===== config.mk =====
export PLATFORM = sky130hd
export DESIGN_NAME = tps_ctrl
export DESIGN_NICKNAME = d
export VERILOG_FILES = /design/src/tps_pkg.sv /design/src/tps_ctrl.sv
export SDC_FILE = /design/constraint.sdc
export NUM_CORES = 1
export LEC_CHECK = 0
export ABC_AREA = 1
export BUFFER_PORTS_ARGS = -buffer_cell sky130_fd_sc_hd__buf_4
export CORE_AREA = 2 2 39 41
export DETAILED_ROUTE_END_ITERATION = 10
export DIE_AREA = 0 0 41 43
export HOLD_SLACK_MARGIN = 0.02
export PLACE_DENSITY = 0.75
export SYNTH_ARGS = -nofsm -noshare
export SYNTH_HDL_FRONTEND = slang
export SYNTH_SLANG_ARGS = --single-unit
export TNS_END_PERCENT = 10

===== constraint.sdc =====
create_clock -name clk -period 1.1 [get_ports clk]
set_input_delay 0.055 -clock clk [delete_from_list [all_inputs] [get_ports clk]]
set_output_delay 0.055 -clock clk [all_outputs]
set_load 0.05 [all_outputs]

===== src/tps_pkg.sv =====
// Shared types and constants for the threshold run pixel line sorter.
package tps_pkg;

  // Sort key selection
  localparam logic [2:0] KEY_AVG  = 3'd0;
  localparam logic [2:0] KEY_PROD = 3'd1;
  localparam logic [2:0] KEY_MAX  = 3'd2;
  localparam logic [2:0] KEY_MIN  = 3'd3;

  // Run modes
  localparam logic [1:0] RUN_ALL   = 2'd0;
  localparam logic [1:0] RUN_DARK  = 2'd1;
  localparam logic [1:0] RUN_LIGHT = 2'd2;

  // Configuration register indexes
  localparam logic [1:0] CFG_KEY_MODE  = 2'd0;
  localparam logic [1:0] CFG_RUN_MODE  = 2'd1;
  localparam logic [1:0] CFG_THRESHOLD = 2'd2;

  localparam logic [23:0] THRESHOLD_RESET = 24'd127;

  // Reciprocal of three for sums up to 765: floor(x * 683 / 2048)
  localparam logic [9:0] RECIP3      = 10'd683;
  localparam int         RECIP3_SHIFT = 11;

  typedef enum logic [2:0] {
    ST_LOAD,
    ST_PRIME,
    ST_KEY,
    ST_SORT,
    ST_EMIT
  } state_t;

  typedef struct packed {
    logic load;
    logic prime;
    logic rotate;
    logic sort;
    logic parity;
    logic emit;
  } cmd_t;

  typedef struct packed {
    logic last;
  } stat_t;

endpackage


===== src/tps_ctrl.sv =====
// Controller state machine: load, key pass, sort phases and emission.
module tps_ctrl #(
  parameter int LINE_CAPACITY = 64
) (
  input  logic           clk,
  input  logic           rst,
  input  logic           start,
  input  logic           line_end,
  input  tps_pkg::stat_t stat,
  output tps_pkg::cmd_t  cmd,
  output logic           busy
);

  localparam int CNT_W = $clog2(LINE_CAPACITY + 1);
  localparam logic [CNT_W-1:0] CNT_END = CNT_W'(LINE_CAPACITY - 1);

  tps_pkg::state_t state, state_next;
  logic [CNT_W-1:0] cnt, cnt_next;

  // State and step counter
  always_ff @(posedge clk) begin
    if (rst) begin
      state <= tps_pkg::ST_LOAD;
      cnt   <= '0;
    end else begin
      state <= state_next;
      cnt   <= cnt_next;
    end
  end

  // Next state and commands
  always_comb begin
    state_next = state;
    cnt_next   = cnt;
    cmd        = '0;
    cmd.parity = cnt[0];
    busy       = 1'b1;
    unique case (state)
      tps_pkg::ST_LOAD: begin
        busy = 1'b0;
        if (start) begin
          cmd.load = 1'b1;
          if (line_end) state_next = tps_pkg::ST_PRIME;
        end
      end
      tps_pkg::ST_PRIME: begin
        cmd.prime  = 1'b1;
        cnt_next   = '0;
        state_next = tps_pkg::ST_KEY;
      end
      tps_pkg::ST_KEY: begin
        cmd.rotate = 1'b1;
        if (cnt == CNT_END) begin
          cnt_next   = '0;
          state_next = tps_pkg::ST_SORT;
        end else begin
          cnt_next = cnt + 1'b1;
        end
      end
      tps_pkg::ST_SORT: begin
        cmd.sort = 1'b1;
        if (cnt == CNT_END) begin
          cnt_next   = '0;
          state_next = tps_pkg::ST_EMIT;
        end else begin
          cnt_next = cnt + 1'b1;
        end
      end
      tps_pkg::ST_EMIT: begin
        cmd.emit = 1'b1;
        if (stat.last) state_next = tps_pkg::ST_LOAD;
      end
      default: state_next = tps_pkg::ST_LOAD;
    endcase
  end

endmodule


### Word level (Yosys, flattened, before mapping)

Index checks and enable logic that the tools add are counted.

| storage, ports and cells | value |
|---|---|
| logic and storage cells | 32 |
| bits in registers | 10 |
| output and inout bits | 7 |
| bits of input ports | 5 |

| operators by class | value |
|---|---|
| $add $sub $neg | 1 |
| equal/unequal tests | 10 |
| mux-type cells | 15 |
| reductions and logical operators | 4 |

Operators by type and width:

| cell | number |
|---|---|
| 3-bit two-way mux | 5 |
| 3-bit case mux with 5 select lines | 1 |
| 7-bit case mux with 2 select lines | 1 |
| 2-bit inequality test, second input constant | 5 |
| 7-bit by 1-bit adder with 7-bit output, second input constant | 1 |
| 7-bit by 6-bit equality test with 1-bit output, second input constant | 1 |
| 1-bit two-way mux | 7 |
| 7-bit two-way mux | 1 |
| 3-bit by 2-bit equality test with 1-bit output, second input constant | 2 |
| 5-bit AND reduction | 1 |
| 3-bit by 1-bit equality test with 1-bit output, second input constant | 1 |
| 3-bit equality test, second input constant | 1 |
| 3-bit zero test | 1 |
| 2-bit nonzero test | 1 |
| 2-bit OR reduction | 1 |

### Logic depth before layout (Yosys ltp)

| depth | value |
|---|---|
| depth after elaboration | 3 |
| depth in mapped cells | 8 |
| depth with buffers taken out | 8 |

### Worst setup path before layout

OpenSTA, ideal clock, no wires.

| timing | value |
|---|---|
| path kind | reg-to-output |
| start | reg state[2] |
| end | out cmd[5] (netlist name) |
| setup slack | -0.571 ns |
| buffers on the path | 0 |
| arrival time | 1.616 ns |
| cell stages (with the launch flop) | 4 |
| data required time | 1.045 ns |
| path through | dfxtp_1 nor2_2 nand2_1 nor2_1 |

RTL lines:

| item | RTL line | text |
|---|---|---|
| from (decl) | tps_ctrl.sv:17 | `tps_pkg::state_t state, state_next;` |
| from (signal assigned) | tps_ctrl.sv:23 | `state <= tps_pkg::ST_LOAD;` |
| from (signal assigned) | tps_ctrl.sv:26 | `state <= state_next;` |
| to (decl) | tps_ctrl.sv:10 | `output tps_pkg::cmd_t cmd,` |

==> summary.md <==
| Metric | Value |
|---|---|
| Most frequent cells in the layout | buf_4, nand2_1, inv_1, a21oi_1 |
| Initial core utilization | 40.9% |
| Most common cell after layout, fill and taps aside | buf_4 |
| CTS buffer count | 3 |
| # rows | 14 |
| TritonCTS clock tree | built |
| Syn_nets | 91 |
| Final TNS setup | -0.286 ns |
| Nets | 123 |
| Max-cap viol count | 0 |
| Synth unique cells | 21 |
| Leak | 0.000417 uW |
| Arrival @ worst endpoint | 1.13 ns |
| Reg2reg path depth | 7 |
| N_diodes | 0 |
| Leading area contributor after synthesis | dfxtp_1 |
| Yosys warns | 0 |
| Maximum vdd drop | 1240 uV |
| Clock latency on the worst-skew pair | 0.26 ns |
| Fin crit period | 1.19 ns |
| Initial antenna violation count | 0 |
| Crit path launch | state[2] |
| Smallest hold slack | 0.117 ns |
| Post-Place Cell Area | 757 sq um |
| Clock Skews | 0.00289 ns |
| Uppermost layer routed | met4 |
| CTS sink count | 10 |
| Root Buffer | clkbuf_4 |
| Final GP Congestion | 0.876 |
| Largest net degree at the start of global routing | 8 |
| Top cells by area, synth | dfxtp_1, nand2_1, a21oi_1 |
| Final std cells w/o fill | 131 |
| Die area | 1760 sq um |
| Slew margin rel. | 84.4% |
| Final hold vios | 0 |
| DR WL met2 | 826 um |
| R2R Path Start | cnt[1] |
| Total Wirelength | 1460 um |
| Total core area | 1380 sq um |
| Crit Path Max Fanout | 4 |
| Failing checks | negative setup slack |
| Die width | 41 um |
| Area of the mapped netlist | 566 sq um |
| Crit path kind | reg2out |
| Worst path required time | 1.04 ns |
| Count of final setup violators | 6 |
| Power per cell area | 2090 nW/um^2 |
| Seq cells post-synth | 10 |
| Reg2Reg Setup Slack | -0.02 ns |
| Vias in the first global route | 599 |
| Router iterations before antenna repair | 4 |
| Critical Path Sink | cmd[5] |
| Type of element capturing the critical path | output port |
| Total Routing Usage GR | 19.1% |
| Drt wl/cell | 11.2 um |
| Final ANT Viol Nets | 0 |
| Status | finished with violations |
| Worst r2r dst | cnt[0] |
| Detailed Place HPWL | 1030 um |
| Pre-CTS setup slack | -0.0483 ns |
| First DRT Iteration DRCs | 12 |
| Max Slew Vio Count | 0 |
| Yosys top cell area share | 35.4% |
| Port-buffer cells | 11 |
| Routed length on met3 | 66 um |
| Cell count after synthesis | 85 |
| CTS max path bufs | 2 |
| Min-delay worst type | in2reg |
| Grt total ovfl | 0 |
| Detailed-route wire length on metal 1 | 549 um |
| Mean Syn Cell Area | 6.65 sq um |
| Layout cell share with drive strength beyond 1 | 51.3% |
| Post-synthesis sequential area ratio | 35.4% |
| First-pass GRT wire length | 2250 um |
| Unrepaired setup endpoints after global routing | true |
| Vias | 645 |
| Die H | 43 um |
| Clock transition at the registers of the reported paths | 0.06 ns |
| CTS H-tree lvls | 1 |
| Inst Count DP | 120 |
| Via/cell ratio | 4.92 |
| Achievable Freq | 841 MHz |
| Part of the cycle the worst path needs | 108% |
| Worst setup SP type | flop |
| Synth-to-Final Area Change | 66.4% |
| # DRC | 0 |
| Final Instance Area | 941 sq um |
| Worst-margin pin slew | 0.233 ns |
| IO Pins | 12 |
| Final worst slack | -0.0890 ns |
-- report_power, final --
part / total [uW] / switching (uW) / internal [uW] / leakage [uW]
registers: 498 / 75.4 / 422 / 0.0000846
logic: 1230 / 720 / 506 / 0.000318
clock network: 242 / 116 / 126 / 0.0000138
-- registers in the layout (all words and copies together) (netlist names) --
name,cells
state,3
cnt,7
-- through the flow --
stage	total power, uW	utilization, %
floorplan	1160	-
global placement	1430	54.7
detailed placement	1450	54.7
CTS	1880	64.2
global route	2100	68.0
finish	1970	68.0
-- worst min path at each step --
| stage | cells after the start | slack, ns | startpoint | end |
|---|---|---|---|---|
| after floorplan | 1 | 0.12 | rst | cnt[5] |
| after global placement | 2 | 0.28 | rst | cnt[5] |
| after detailed placement | 2 | 0.28 | rst | cnt[5] |
| after CTS | 4 | 0.09 | stat | state[2] |
| after global routing | 4 | 0.12 | stat | state[2] |
| final | 4 | 0.12 | stat | state[2] |
-- kinds of logic after synthesis --
family / synth area share, %
buf+inv: 10.6
compound gates: 17.3
flops: 35.4
simple gates: 33.0
xor+xnor: 1.55
fa+ha+maj: 2.21
-- final cells by class --
class | instances | area (sq um)
repair buffers | 28 | 246
well taps | 16 | 20.0
flip-flops and latches | 10 | 215
fillers | 113 | 443
clock buffers | 3 | 22.5
multi-input cells | 60 | 377
inverters | 14 | 60.1
-- cells in the mapped netlist --
| library cell | instances |
|---|---|
| nand2_2 | 2 |
| nor3_1 | 1 |
| o21ai_2 | 1 |
| nand3_1 | 7 |
| nor2_4 | 1 |
| nand2_4 | 1 |
| xnor2_1 | 1 |
| o211ai_1 | 1 |
| o21a_1 | 1 |
| nand2_1 | 22 |
| o21ai_1 | 1 |
| a21oi_1 | 8 |
| ha_1 | 1 |
| inv_1 | 9 |
| nor2_1 | 6 |
| nor2_2 | 1 |
| inv_2 | 5 |
| dfxtp_1 | 10 |
| a21oi_2 | 1 |
| buf_4 | 1 |
| o21ai_0 | 4 |
-- critical path, stage by stage (launching register included) --
cell and delay, ns:
dfxtp_4 0.37, nor2_4 0.15, nand2_2 0.10, nor2_4 0.10, buf_8 0.15
-- what timing repair did --
item	in CTS	in global routing
resized for setup	16	15
hold buffers	1	0
buffers inserted	7	0
setup endpoints to repair	14	16
pin swaps	4	5
hold endpoints to repair	5	0
-- layer usage --
metal	GRT usage (%)	up-vias
met5	0	-
met4	8.00	0
met3	4.71	2
met2	35.0	15
met1	18.3	290
li1	-	338
Power figures use the tool's default switching activity.
